$ cat src/rcfe_pkg.sv
// rcfe_pkg: shared constants, command codes, status codes and record types
// for the relay command frame executor; no dependencies
`default_nettype none

package rcfe_pkg;

	localparam int BUFFER_DEPTH = 10;
	localparam int FRAME_LEN    = 5;
	localparam int QUEUE_DEPTH  = 2;

	localparam logic [7:0] MARK_START     = 8'hAF;
	localparam logic [7:0] MARK_END       = 8'hDF;
	localparam logic [7:0] ADDR_BROADCAST = 8'hFF;

	localparam logic [7:0] CMD_OPEN         = 8'h01;
	localparam logic [7:0] CMD_CLOSE        = 8'h02;
	localparam logic [7:0] CMD_FLIP         = 8'h03;
	localparam logic [7:0] CMD_TIMER_FIRST  = 8'h04;
	localparam logic [7:0] CMD_TIMER_LAST   = 8'h08;
	localparam logic [7:0] CMD_READ_RELAYS  = 8'h09;
	localparam logic [7:0] CMD_SET_ACK      = 8'h0A;
	localparam logic [7:0] CMD_READ_POWER   = 8'hE5;
	localparam logic [7:0] CMD_SET_POWER    = 8'hE6;
	localparam logic [7:0] CMD_READ_BUTTON  = 8'hE7;
	localparam logic [7:0] CMD_SET_BUTTON   = 8'hE8;
	localparam logic [7:0] CMD_BAUD_LOW     = 8'hE9;
	localparam logic [7:0] CMD_BAUD_HIGH    = 8'hEA;
	localparam logic [7:0] CMD_READ_ADDR    = 8'hEB;
	localparam logic [7:0] CMD_SET_ADDR     = 8'hEC;

	localparam logic [2:0] ST_EMPTY    = 3'd0;
	localparam logic [2:0] ST_STORED   = 3'd1;
	localparam logic [2:0] ST_DROPPED  = 3'd2;
	localparam logic [2:0] ST_EXECUTED = 3'd3;
	localparam logic [2:0] ST_IGNORED  = 3'd4;
	localparam logic [2:0] ST_BADLEN   = 3'd5;
	localparam logic [2:0] ST_BADMARK  = 3'd6;

	// status ST_EXECUTED here marks a well-formed frame still to be run
	typedef struct packed {
		logic [2:0] status;
		logic [7:0] addr;
		logic [7:0] cmd;
		logic [7:0] data;
	} frame_rec_t;

endpackage

`default_nettype wire

$ cat src/rcfe_item_if.sv
// rcfe_item_if: input channel carrying received bytes and gap events
// no dependencies
`default_nettype none

interface rcfe_item_if;
	logic       valid;
	logic       ready;
	logic       action;
	logic [7:0] rx_byte;

	modport source (output valid, output action, output rx_byte, input ready);
	modport sink (input valid, input action, input rx_byte, output ready);
endinterface

`default_nettype wire

$ cat src/rcfe_result_if.sv
// rcfe_result_if: output channel carrying one result per input item
// no dependencies
`default_nettype none

interface rcfe_result_if;
	logic       valid;
	logic       ready;
	logic       reply_valid;
	logic [7:0] reply_byte;
	logic [1:0] relay_state;
	logic       save_request;
	logic [2:0] frame_status;

	modport source (output valid, output reply_valid, output reply_byte,
		output relay_state, output save_request, output frame_status, input ready);
	modport sink (input valid, input reply_valid, input reply_byte,
		input relay_state, input save_request, input frame_status, output ready);
endinterface

`default_nettype wire

$ cat src/rcfe_front.sv
// rcfe_front: byte collection and frame classification
// depends on rcfe_pkg and rcfe_item_if
`default_nettype none

module rcfe_front #(
	parameter int BUFFER_DEPTH = rcfe_pkg::BUFFER_DEPTH
) (
	input  wire logic              clk,
	input  wire logic              arst_n,
	rcfe_item_if.sink              item,
	output rcfe_pkg::frame_rec_t   push_data,
	output logic                   push_valid,
	input  wire logic              push_ready
);
	localparam int CNT_W = $clog2(BUFFER_DEPTH);
	localparam int IDX_W = $clog2(rcfe_pkg::FRAME_LEN);

	logic [CNT_W-1:0] count_q;
	logic [7:0]       frame_q [rcfe_pkg::FRAME_LEN];
	logic             xfer;
	logic             room;

	assign push_valid = item.valid;
	assign item.ready = push_ready;
	assign xfer       = item.valid && push_ready;
	assign room       = count_q < CNT_W'(BUFFER_DEPTH - 1);

	always_comb begin
		push_data.addr = frame_q[1];
		push_data.cmd  = frame_q[2];
		push_data.data = frame_q[3];
		if (!item.action) begin
			push_data.status = room ? rcfe_pkg::ST_STORED : rcfe_pkg::ST_DROPPED;
		end else if (count_q == '0) begin
			push_data.status = rcfe_pkg::ST_EMPTY;
		end else if (count_q != CNT_W'(rcfe_pkg::FRAME_LEN)) begin
			push_data.status = rcfe_pkg::ST_BADLEN;
		end else if (frame_q[0] != rcfe_pkg::MARK_START ||
			frame_q[rcfe_pkg::FRAME_LEN-1] != rcfe_pkg::MARK_END) begin
			push_data.status = rcfe_pkg::ST_BADMARK;
		end else begin
			push_data.status = rcfe_pkg::ST_EXECUTED;
		end
	end

	always_ff @(posedge clk or negedge arst_n) begin
		if (!arst_n) begin
			count_q <= '0;
		end else if (xfer) begin
			if (item.action) begin
				count_q <= '0;
			end else if (room) begin
				count_q <= count_q + CNT_W'(1);
			end
		end
	end

	// bytes past the frame length are counted while there is room but never examined
	always_ff @(posedge clk) begin
		if (xfer && !item.action && count_q < CNT_W'(rcfe_pkg::FRAME_LEN)) begin
			frame_q[count_q[IDX_W-1:0]] <= item.rx_byte;
		end
	end

endmodule

`default_nettype wire

$ cat src/rcfe_queue.sv
// rcfe_queue: short fifo of classified records between front and back
// depends on rcfe_pkg
`default_nettype none

module rcfe_queue #(
	parameter int DEPTH = rcfe_pkg::QUEUE_DEPTH
) (
	input  wire logic            clk,
	input  wire logic            arst_n,
	input  rcfe_pkg::frame_rec_t push_data,
	input  wire logic            push_valid,
	output logic                 push_ready,
	output rcfe_pkg::frame_rec_t pop_data,
	output logic                 pop_valid,
	input  wire logic            pop_ready
);
	localparam int PTR_W = (DEPTH > 1) ? $clog2(DEPTH) : 1;
	localparam int CNT_W = $clog2(DEPTH + 1);

	rcfe_pkg::frame_rec_t entry_q [DEPTH];
	logic [PTR_W-1:0]     wr_ptr_q;
	logic [PTR_W-1:0]     rd_ptr_q;
	logic [CNT_W-1:0]     fill_q;
	logic                 push;
	logic                 pop;

	assign push_ready = fill_q != CNT_W'(DEPTH);
	assign pop_valid  = fill_q != '0;
	assign pop_data   = entry_q[rd_ptr_q];
	assign push       = push_valid && push_ready;
	assign pop        = pop_valid && pop_ready;

	always_ff @(posedge clk or negedge arst_n) begin
		if (!arst_n) begin
			wr_ptr_q <= '0;
			rd_ptr_q <= '0;
			fill_q   <= '0;
		end else begin
			if (push) begin
				wr_ptr_q <= (wr_ptr_q == PTR_W'(DEPTH - 1)) ? '0 : wr_ptr_q + PTR_W'(1);
			end
			if (pop) begin
				rd_ptr_q <= (rd_ptr_q == PTR_W'(DEPTH - 1)) ? '0 : rd_ptr_q + PTR_W'(1);
			end
			if (push && !pop) begin
				fill_q <= fill_q + CNT_W'(1);
			end else if (pop && !push) begin
				fill_q <= fill_q - CNT_W'(1);
			end
		end
	end

	always_ff @(posedge clk) begin
		if (push) begin
			entry_q[wr_ptr_q] <= push_data;
		end
	end

endmodule

`default_nettype wire

$ cat src/rcfe_back.sv
// rcfe_back: address check, command execution, settings and output register
// depends on rcfe_pkg and rcfe_result_if
`default_nettype none

module rcfe_back (
	input  wire logic            clk,
	input  wire logic            arst_n,
	input  rcfe_pkg::frame_rec_t pop_data,
	input  wire logic            pop_valid,
	output logic                 pop_ready,
	rcfe_result_if.source        result
);
	logic [7:0] own_q, ack_en_q, power_q, button_q, ackv_q;
	logic [1:0] relays_q, remem_q;
	logic [7:0] own_n, ack_en_n, power_n, button_n, ackv_n;
	logic [1:0] relays_n, remem_n;
	logic       known, track, save;
	logic [2:0] status;
	logic       reply;
	logic       fire;

	logic       out_valid_q;
	logic       reply_valid_q;
	logic [7:0] reply_byte_q;
	logic [1:0] relay_state_q;
	logic       save_q;
	logic [2:0] status_q;

	assign pop_ready = !out_valid_q || result.ready;
	assign fire      = pop_valid && pop_ready;

	always_comb begin
		own_n    = own_q;
		ack_en_n = ack_en_q;
		power_n  = power_q;
		button_n = button_q;
		ackv_n   = ackv_q;
		relays_n = relays_q;
		remem_n  = remem_q;
		known    = 1'b0;
		track    = 1'b0;
		save     = 1'b0;
		status   = pop_data.status;
		if (pop_data.status == rcfe_pkg::ST_EXECUTED) begin
			if (pop_data.addr != rcfe_pkg::ADDR_BROADCAST && pop_data.addr != own_q) begin
				status = rcfe_pkg::ST_IGNORED;
			end else begin
				known = 1'b1;
				unique case (pop_data.cmd) inside
					rcfe_pkg::CMD_OPEN: begin
						relays_n = relays_q | pop_data.data[1:0];
						ackv_n   = 8'd1;
						track    = 1'b1;
					end
					rcfe_pkg::CMD_CLOSE: begin
						relays_n = relays_q & ~pop_data.data[1:0];
						ackv_n   = 8'd1;
						track    = 1'b1;
					end
					rcfe_pkg::CMD_FLIP: begin
						relays_n = relays_q ^ pop_data.data[1:0];
						ackv_n   = 8'd1;
					end
					[rcfe_pkg::CMD_TIMER_FIRST:rcfe_pkg::CMD_TIMER_LAST],
					rcfe_pkg::CMD_BAUD_LOW, rcfe_pkg::CMD_BAUD_HIGH: begin
						known = 1'b1;
					end
					rcfe_pkg::CMD_READ_RELAYS: ackv_n = {6'd0, relays_q};
					rcfe_pkg::CMD_SET_ACK: begin
						ack_en_n = pop_data.data;
						save     = 1'b1;
					end
					rcfe_pkg::CMD_READ_POWER: ackv_n = power_q;
					rcfe_pkg::CMD_SET_POWER: begin
						power_n = pop_data.data;
						save    = 1'b1;
					end
					rcfe_pkg::CMD_READ_BUTTON: ackv_n = button_q;
					rcfe_pkg::CMD_SET_BUTTON: begin
						button_n = pop_data.data;
						save     = 1'b1;
					end
					rcfe_pkg::CMD_READ_ADDR: ackv_n = own_q;
					rcfe_pkg::CMD_SET_ADDR: begin
						own_n = pop_data.data;
						save  = 1'b1;
					end
					default: known = 1'b0;
				endcase
				// after open or close, remember last relay state in power mode three
				if (track && power_q[1:0] == 2'b11 && remem_q != relays_n) begin
					remem_n = relays_n;
					save    = 1'b1;
				end
				if (!known) begin
					status = rcfe_pkg::ST_IGNORED;
				end
			end
		end
		reply = (status == rcfe_pkg::ST_EXECUTED) && (ack_en_n != 8'd0);
	end

	always_ff @(posedge clk or negedge arst_n) begin
		if (!arst_n) begin
			own_q       <= 8'hFF;
			ack_en_q    <= 8'd1;
			power_q     <= 8'd0;
			button_q    <= 8'd0;
			ackv_q      <= 8'd0;
			relays_q    <= 2'd0;
			remem_q     <= 2'd0;
			out_valid_q <= 1'b0;
		end else begin
			if (fire) begin
				own_q    <= own_n;
				ack_en_q <= ack_en_n;
				power_q  <= power_n;
				button_q <= button_n;
				ackv_q   <= ackv_n;
				relays_q <= relays_n;
				remem_q  <= remem_n;
			end
			if (fire) begin
				out_valid_q <= 1'b1;
			end else if (result.ready) begin
				out_valid_q <= 1'b0;
			end
		end
	end

	always_ff @(posedge clk) begin
		if (fire) begin
			reply_valid_q <= reply;
			reply_byte_q  <= reply ? ackv_n : 8'd0;
			relay_state_q <= relays_n;
			save_q        <= save;
			status_q      <= status;
		end
	end

	assign result.valid        = out_valid_q;
	assign result.reply_valid  = reply_valid_q;
	assign result.reply_byte   = reply_byte_q;
	assign result.relay_state  = relay_state_q;
	assign result.save_request = save_q;
	assign result.frame_status = status_q;

endmodule

`default_nettype wire

$ cat src/relay_command_frame_executor_unit.sv
// relay_command_frame_executor_unit: one result per input transfer; each item
// is registered in the queue, then in the output register. throughput one item
// per cycle while results are taken; the front takes items while the queue
// has room and the back drains one record per cycle into the output register.
// reset clears the byte count, queue and output valid and restores address
// 0xff, ack enable 1 and all other settings and relays to zero.
`default_nettype none

module relay_command_frame_executor_unit #(
	parameter int BUFFER_DEPTH = rcfe_pkg::BUFFER_DEPTH,
	parameter int QUEUE_DEPTH  = rcfe_pkg::QUEUE_DEPTH
) (
	input  wire logic     clk,
	input  wire logic     arst_n,
	rcfe_item_if.sink     item,
	rcfe_result_if.source result
);
	rcfe_pkg::frame_rec_t push_data;
	rcfe_pkg::frame_rec_t pop_data;
	logic                 push_valid, push_ready;
	logic                 pop_valid, pop_ready;

	rcfe_front #(
		.BUFFER_DEPTH(BUFFER_DEPTH)
	) u_front (
		.clk        (clk),
		.arst_n     (arst_n),
		.item       (item),
		.push_data  (push_data),
		.push_valid (push_valid),
		.push_ready (push_ready)
	);

	rcfe_queue #(
		.DEPTH(QUEUE_DEPTH)
	) u_queue (
		.clk        (clk),
		.arst_n     (arst_n),
		.push_data  (push_data),
		.push_valid (push_valid),
		.push_ready (push_ready),
		.pop_data   (pop_data),
		.pop_valid  (pop_valid),
		.pop_ready  (pop_ready)
	);

	rcfe_back u_back (
		.clk       (clk),
		.arst_n    (arst_n),
		.pop_data  (pop_data),
		.pop_valid (pop_valid),
		.pop_ready (pop_ready),
		.result    (result)
	);

endmodule

`default_nettype wire

$ cat src/flat_wrapper.sv
// flat-port wrapper written by rule: the top's interface ports become plain ports
module relay_command_frame_executor_unit_flat 
#(
	parameter int BUFFER_DEPTH = rcfe_pkg::BUFFER_DEPTH,
	parameter int QUEUE_DEPTH  = rcfe_pkg::QUEUE_DEPTH
)
  (clk, arst_n, item_valid, item_action, item_rx_byte, item_ready, result_valid, result_reply_valid, result_reply_byte, result_relay_state, result_save_request, result_frame_status, result_ready);
  rcfe_item_if item_i ();
  rcfe_result_if result_i ();
  input  wire logic clk;
  input  wire logic arst_n;
  input wire logic [$bits(item_i.valid)-1:0] item_valid;
  input wire logic [$bits(item_i.action)-1:0] item_action;
  input wire logic [$bits(item_i.rx_byte)-1:0] item_rx_byte;
  output wire logic [$bits(item_i.ready)-1:0] item_ready;
  output wire logic [$bits(result_i.valid)-1:0] result_valid;
  output wire logic [$bits(result_i.reply_valid)-1:0] result_reply_valid;
  output wire logic [$bits(result_i.reply_byte)-1:0] result_reply_byte;
  output wire logic [$bits(result_i.relay_state)-1:0] result_relay_state;
  output wire logic [$bits(result_i.save_request)-1:0] result_save_request;
  output wire logic [$bits(result_i.frame_status)-1:0] result_frame_status;
  input wire logic [$bits(result_i.ready)-1:0] result_ready;
  assign item_i.valid = item_valid;
  assign item_i.action = item_action;
  assign item_i.rx_byte = item_rx_byte;
  assign item_ready = item_i.ready;
  assign result_valid = result_i.valid;
  assign result_reply_valid = result_i.reply_valid;
  assign result_reply_byte = result_i.reply_byte;
  assign result_relay_state = result_i.relay_state;
  assign result_save_request = result_i.save_request;
  assign result_frame_status = result_i.frame_status;
  assign result_i.ready = result_ready;
  relay_command_frame_executor_unit #(.BUFFER_DEPTH(BUFFER_DEPTH), .QUEUE_DEPTH(QUEUE_DEPTH)) u_core (.clk(clk), .arst_n(arst_n), .item(item_i), .result(result_i));
endmodule
$ cat config.mk
export PLATFORM = sky130hd
export DESIGN_NAME = relay_command_frame_executor_unit_flat
export DESIGN_NICKNAME = d
export VERILOG_FILES = /design/src/rcfe_pkg.sv /design/src/rcfe_item_if.sv /design/src/rcfe_result_if.sv /design/src/rcfe_front.sv /design/src/rcfe_queue.sv /design/src/rcfe_back.sv /design/src/relay_command_frame_executor_unit.sv /design/src/flat_wrapper.sv
export SDC_FILE = /design/constraint.sdc
export NUM_CORES = 1
export LEC_CHECK = 0
export ABC_AREA = 1
export BUFFER_PORTS_ARGS = -buffer_cell sky130_fd_sc_hd__buf_2
export CAP_MARGIN = 30
export CORE_MARGIN = 2
export CORE_UTILIZATION = 56
export DETAILED_ROUTE_END_ITERATION = 12
export GPL_ROUTABILITY_DRIVEN = 0
export GPL_TIMING_DRIVEN = 0
export PLACE_DENSITY = 0.75
export SETUP_SLACK_MARGIN = 0.15
export SYNTH_ARGS = -nofsm -noshare
export SYNTH_HDL_FRONTEND = slang
export SYNTH_SLANG_ARGS = --single-unit
$ cat constraint.sdc
create_clock -name clk -period 5.2 [get_ports clk]
set_input_delay 0.26 -clock clk [delete_from_list [all_inputs] [get_ports clk]]
set_output_delay 0.26 -clock clk [all_outputs]
set_load 0.01 [all_outputs]
=== After elaboration in Yosys (flattened, before gate mapping) ===
Memory sizes are Yosys's and may differ from the RTL's.
Cells that the tools add are included.

* Memories: 2
* Register bits: 68
* Bits in writable memories: 94
* Input bits: 13

{| class="wikitable"
|+ Memory list
! name !! depth !! width !! read ports !! clocked after memory_dff !! write ports !! line !! text
|-
| u_core.u_queue.entry_q || 2 || 27 || 1 || 0 || 1 || rcfe_queue.sv:20 || <nowiki>rcfe_pkg::frame_rec_t entry_q [DEPTH];</nowiki>
|-
| u_core.u_front.frame_q || 5 || 8 || 5 || 0 || 1 || rcfe_front.sv:19 || <nowiki>logic [7:0] frame_q [rcfe_pkg::FRAME_LEN];</nowiki>
|}

* Eq/ne operators: 23
* Bitwise operators: 6
* Magnitude comparators: 4
* Add/sub/neg operators: 5
* Reduce and logical (&&, ||, !) cells: 33
* Mux-type cells: 39

{| class="wikitable"
|+ Operators with widths
! cell !! count
|-
| == test 8 bit (second input constant) || 8
|-
| 2-to-1 mux 8 bit || 5
|-
| case mux 8 bit (5 select lines) || 1
|-
| != test 8 bit (second input constant) || 3
|-
| 2-to-1 mux 3 bit || 7
|-
| == test 8 x 2 -> 1 bit (second input constant) || 2
|-
| == test 8 x 4 -> 1 bit (second input constant) || 2
|-
| 2-to-1 mux 1 bit || 16
|-
| AND reduction 4 bit || 4
|-
| 2-to-1 mux 2 bit || 7
|-
| OR reduction 14 bit || 1
|-
| logical AND 1 bit || 11
|-
| == test 8 x 1 -> 1 bit (second input constant) || 1
|-
| >= comparator 8 x 3 -> 1 bit (second input constant) || 1
|-
| less-or-equal comparator 8 x 4 -> 1 bit (second input constant) || 1
|-
| 2-to-1 mux 4 bit || 2
|-
| != test 8 bit || 1
|-
| nonzero test 2 bit || 4
|-
| nonzero test 8 bit || 1
|-
| == test 3 x 2 -> 1 bit (second input constant) || 2
|-
| case mux 2 bit (3 select lines) || 1
|-
| adder 4 x 1 -> 4 bit (second input constant) || 1
|-
| zero test 1 bit || 4
|-
| zero test 4 bit || 1
|-
| 19 further kinds || 23
|}

=== Longest topological paths before layout ===
An unclocked memory read counts as a cell.

* Word-level depth: 12
* Mapped depth: 19

=== By module ===
Synthesis repeated with hierarchy kept, for this count alone.

* Cell total of the unflattened synthesis: 716
* Area, all modules: 7,329.5 µm²

{| class="wikitable"
|+ Modules (own cells, without submodules)
! module !! area each (µm²) !! seq. area each (µm²) !! cells an instance !! instances
|-
| rcfe_back || 3,385.7 || 1,587.8 || 424 || 1
|-
| rcfe_queue || 2,227.1 || 1,721.7 || 169 || 1
|-
| rcfe_front || 1,716.6 || 1,301.2 || 123 || 1
|}

=== Worst setup path after synthesis ===
OpenSTA, ideal clock, no wires.

* Path kind: flip-flop to flip-flop
* From: register u_core.u_back.out_valid_q (netlist: u_core.u_back.result.valid)
* To: register u_core.u_queue.fill_q[1]
* Setup time: 131 ps
* Data required time: 5,069 ps
* Data arrival time: 2,714 ps
* Stages on the path, launching flop included: 10
* Period minus slack after synthesis: 2,845 ps
* Path slack: 2,355 ps
* Cell sequence: dfrtp_1 > inv_1 > nor2_1 > a21oi_1 > inv_1 > clkbuf_1 > ha_1 > a21oi_1 > o21ai_0 > xor2_1

* Cells in the longest elaborated chain, start to end: 6
* Elaborated cells on any way between the ends: 8
* Those cells by class: mux: 1; reduce/logical: 7

{| class="wikitable"
|+ Ends and longest elaborated chain
! element !! line !! text
|-
| from (decl) || rcfe_back.sv:22 || <nowiki>logic out_valid_q;</nowiki>
|-
| from (signal assigned) || rcfe_back.sv:112 || <nowiki>out_valid_q <= 1'b0;</nowiki>
|-
| from (signal assigned) || rcfe_back.sv:124 || <nowiki>out_valid_q <= 1'b1;</nowiki>
|-
| from (signal assigned) || rcfe_back.sv:126 || <nowiki>out_valid_q <= 1'b0;</nowiki>
|-
| zero test 1 bit (*) || rcfe_back.sv:29 || <nowiki>assign pop_ready = !out_valid_q || result.ready;</nowiki>
|-
| logical OR 1 bit (*) || rcfe_back.sv:29 ||
|-
| logical AND 1 bit (*) || -- ||
|-
| net u_core.u_back.fire || rcfe_back.sv:20 || <nowiki>logic fire;</nowiki>
|-
| zero test 1 bit || rcfe_queue.sv:45 || <nowiki>if (push && !pop) begin</nowiki>
|-
| logical AND 1 bit || rcfe_queue.sv:45 ||
|-
| 2-to-1 mux 2 bit / nonzero test 2 bit (equally long branches) || -- ||
|-
| to (signal assigned) || rcfe_queue.sv:46 || <nowiki>fill_q <= fill_q + CNT_W'(1);</nowiki>
|-
| to (signal assigned) || rcfe_queue.sv:48 || <nowiki>fill_q <= fill_q - CNT_W'(1);</nowiki>
|-
| to (decl) || rcfe_queue.sv:23 || <nowiki>logic [CNT_W-1:0] fill_q;</nowiki>
|}

The timed path passes the listed nets; every way through them passes the cells marked *.
A chain may end at the register's enable or synchronous reset.

=== Worst setup path after layout ===
* From: register u_core.u_queue.rd_ptr_q
* To: register u_core.u_back.remem_q[1]

* Cells in the longest elaborated chain, start to end: 9
* Elaborated cells on any way between the ends: 24
* Those cells by class: eq/ne: 7; mux: 6; bitwise: 5; reduce/logical: 5; memory: 1

{| class="wikitable"
|+ Ends and longest elaborated chain
! element !! line !! text
|-
| from (decl) || rcfe_queue.sv:22 || <nowiki>logic [PTR_W-1:0] rd_ptr_q;</nowiki>
|-
| from (signal assigned) || rcfe_queue.sv:43 || <nowiki>rd_ptr_q <= (rd_ptr_q == PTR_W'(DEPTH - 1)) ? '0 : rd_ptr_q + PTR_W'(1);</nowiki>
|-
| memory read (2 x 27 bit) (*) || -- ||
|-
| parallel branches: the longest is 8 deep, another holds == test 8 x 2 -> 1 bit || -- ||
|-
| to (signal assigned) || rcfe_back.sv:121 || <nowiki>remem_q <= remem_n;</nowiki>
|-
| to (decl) || rcfe_back.sv:14 || <nowiki>logic [1:0] relays_q, remem_q;</nowiki>
|}

Every way passes the cells marked *. The select of a mux whose other input is x is not followed.

==> results.md <==
* Status: complete, no violations
* RR Endpoint: u_core.u_back.remem_q[1]
* Setup-failing EPs final at 0
* Crit share post-route at roughly 54%
* Avg WL per Cell at approximately 15 um
* Die W at 115 um
* Worst vdd ir at between 0.0004 and 0.0005 V
* Cell row count at 40
* Int Pwr at around 2.6 mW
* Register area share after synthesis at 66.5%
* Boundary Pins at 30
* TritonRoute pass-1 iters at 6
* Clock Sinks at about 160
* Root Buffer: clkbuf_16
* Total CTS buffers at 17
* Switch Pwr at 1.32 mW
* Worst r2r src: u_core.u_queue.rd_ptr_q
* Gr ovfl total at 0
* Clock latency at the later pin of the worst-skew pair at ~0.43 ns
* Finished layout cell area at between 7000 and 8000 um2
* Slew Viols, Final at 0
* Critical Path Source Type: flop
* Final hold violations at 0
* Syn nets at about 680
* # H-tree levels at 4
* Power Dens Cells at roughly 500 nW/um2
* Post-CTS Setup Repair Bufs at 0
* Area delta synth->final at 14.8%
* Share of cells above drive strength 1 at between 10% and 20%
* WS Path Type: flop to flop
* FF+latch count, synth at ~160
* Worst slew margin at a little over a third
* First-pass GRT wire length at 22.3 mm
* Post-CTS sizing at 0
* DRT iter0 DRCs at 326
* Die Footprint at 13,300 um2
* Syn Area/Cell at 10.6 um2
* Critical Path End: u_core.u_back.remem_q[1]
* Worst Max-Slew Pin Slew at 0.953 ns
* Routed wire length at roughly 13 mm
* GRT Total Usage at between 20% and 30%
* PortBufs at 29
* Top cells by area, synth: edfxtp_1 47%, dfrtp_1 16%, nand2_1 11%, dfstp_2 3.4%, inv_1 3.2%
* Sw Ratio at 33.3%
* DR vias at ~4,700
* Initial antenna violation count at 0
* Via density at about 5.3
* # hold bufs at CTS at 1
* Setup TNS at 0 ns
* Post-synth top area share at 47.2%
* # DRC at 0
* Worst Path Arrival at 3.14 ns
* Crit. End Element: flop
* Routed Antenna Nets at 0
* Core ar. at around 12,000 um2
* Max-Cap Viols at 0
* CTS tree: built
* Synth unique cells at 36
* Max Clk Rate at 353 MHz
* Comb power frac at 26.8%
* Worst Skew at between 0.009 and 0.01 ns
* Clk pwr share at between 20% and 30%
* Cell area after synthesis at just under 7000 um2
* WP data required at around 5.5 ns
* Worst Hold Margin at roughly 0.077 ns
* Tmin final at between 2 and 3 ns
* Hold Crit Class: primary input to flop
* Cells after synthesis at roughly 650
* Flop-to-flop setup slack at ~2.4 ns
* Synth area leader: edfxtp_1
* Antenna diodes at 0
* Largest net degree at the start of global routing at 29
* Share of total power in sequential cells at a little over two fifths
* RSZ-0062 raised after global routing: false
* Die outline height at 115 um
* Pleak at between 3 and 4 nW
* Clock tree buffer depth at 2
* Commonest non-fill, non-tap cells in the layout: 200 x nand2_1, 109 x edfxtp_1, 60 x inv_1, 44 x dfrtp_1, 34 x buf_2
* Commonest non-fill, non-tap cell in the layout: nand2_1
* Placed Area at 7390 um2
* Max FO, Critical Path at 10
* Clock slew at reported path FFs at approximately 0.070 ns
* Initial Util at 57.5%
* R2R depth at 14
* Detailed placement HPWL at 9.80 mm
* Nets at between 700 and 800
* Syn. warnings at 0
* Worst Setup SP: u_core.u_queue.rd_ptr_q
* Number of global-route vias before repair at between 4,000 and 5,000
## kinds of logic after synthesis
logic type	Yosys count	share of synthesized area (%)
XOR/XNOR	3	0.379
buffers and inverters	82	5.00
AND/OR/NAND/NOR	308	19.1
multiplexers	9	1.30
adder cells (fa/ha/maj)	8	1.44
flip-flops	162	66.5
AO/OA/AOI/OAI	82	6.33
## cells in the mapped netlist
cell	number
nand2_1	200
edfxtp_1	109
inv_1	60
dfrtp_1	44
nor2_1	35
nand3_1	33
o21ai_0	33
o21ai_1	28
nand4_1	15
a21oi_1	11
dfstp_2	9
mux2i_1	9
ha_1	8
inv_2	8
nor3_1	8
buf_2	5
nand3_2	4
buf_6	3
clkbuf_1	3
nand2_2	3
o211ai_1	3
or2_1	3
buf_4	2
nor2_2	2
nor2_4	2
o21ai_2	2
o22ai_1	2
xor2_1	2
a2111oi_0	1
a22oi_1	1
and2_1	1
inv_4	1
nor3_4	1
o211a_1	1
or4_1	1
xnor2_1	1
## power groups by stage
stage	Combinational [mW]	Clock (mW)	Sequential, mW
2_1_floorplan	0.678	0	1.77
3_3_place_gp	0.955	0	1.75
3_5_place_dp	1.05	0	1.76
4_1_cts	1.05	1.19	1.73
5_1_grt	1.18	1.24	1.75
6_report	1.06	1.17	1.73
## critical path, stage by stage (launching register included)
cell and delay [ns]:
dfrtp_1 0.38, buf_4 0.19, buf_6 0.18, mux2i_1 0.75, ha_1 0.37, nand4_1 0.08
nand2_1 0.06, inv_1 0.06, nand3_1 0.15, nand2_1 0.10, nand2_1 0.05, nand2_1 0.12
nand3_1 0.10, nand2_1 0.08, nand2_1 0.04
## stage by stage
step           setup slack (ns)  cells  util [%]  power [mW]
2_1_floorplan              2.36    654         -        2.45
3_3_place_gp               1.63    851      60.5        2.71
5_1_grt                    2.08    889      66.0        4.17
4_1_cts                    2.40    888      66.0        3.97
6_report                   2.37    889      66.0        3.96
3_5_place_dp               2.39    855      61.3        2.80
## per-layer routing
| metal | vias to the layer above | GRT usage (%) | routed length [um] |
|---|---|---|---|
| met5 | - | 0 | 0 |
| met4 | 0 | 11.5 | 454 |
| met3 | 27 | 5.59 | 548 |
| met2 | 119 | 37.2 | 6660 |
| met1 | 2267 | 27.8 | 5790 |
| li1 | 2317 | - | - |
## cell type report
class	instances	area [um2]
Buffer	13	85.1
Clock buffer	18	429
Clock inverter	14	126
Fill cell	901	4100
Inverter	69	262
Multi-Input combinational cell	410	1990
Sequential cell	162	4610
Tap cell	168	210
Timing Repair Buffer	35	253
## flip-flops by register name, indices dropped and copies added (netlist names), 2 cells and up
| signal | flops |
|---|---|
| u_core.u_back.ackv_q | 8 |
| u_core.u_back.remem_q | 2 |
| u_core.u_queue.fill_q | 2 |
| u_core.u_back.ack_en_q | 8 |
| u_core.u_back.result.reply_byte | 8 |
| u_core.u_back.power_q | 8 |
| u_core.u_back.own_q | 8 |
| u_core.u_back.relays_q | 2 |
| u_core.u_front.frame_q | 40 |
| u_core.u_back.button_q | 8 |
| u_core.u_back.result.relay_state | 2 |
| u_core.u_front.count_q | 4 |
| u_core.u_queue.entry_q | 54 |
| u_core.u_back.result.frame_status | 3 |
## how the worst min path moves through the flow
stage / start / end / slack (ns) / cells past startpoint
2_1_floorplan: arst_n / u_core.u_back.ack_en_q[1] / -0.04 / 0
3_3_place_gp: u_core.u_front.frame_q[1][7] / u_core.u_queue.entry_q[1][23] / 0.42 / 0
3_5_place_dp: arst_n / u_core.u_back.relays_q[0] / 0.31 / 1
4_1_cts: result_ready / u_core.u_back.result.valid / 0.06 / 2
5_1_grt: result_ready / u_core.u_back.result.valid / 0.07 / 2
6_report: result_ready / u_core.u_back.result.valid / 0.08 / 2
Note: power is estimated with default switching activity, not from simulation.
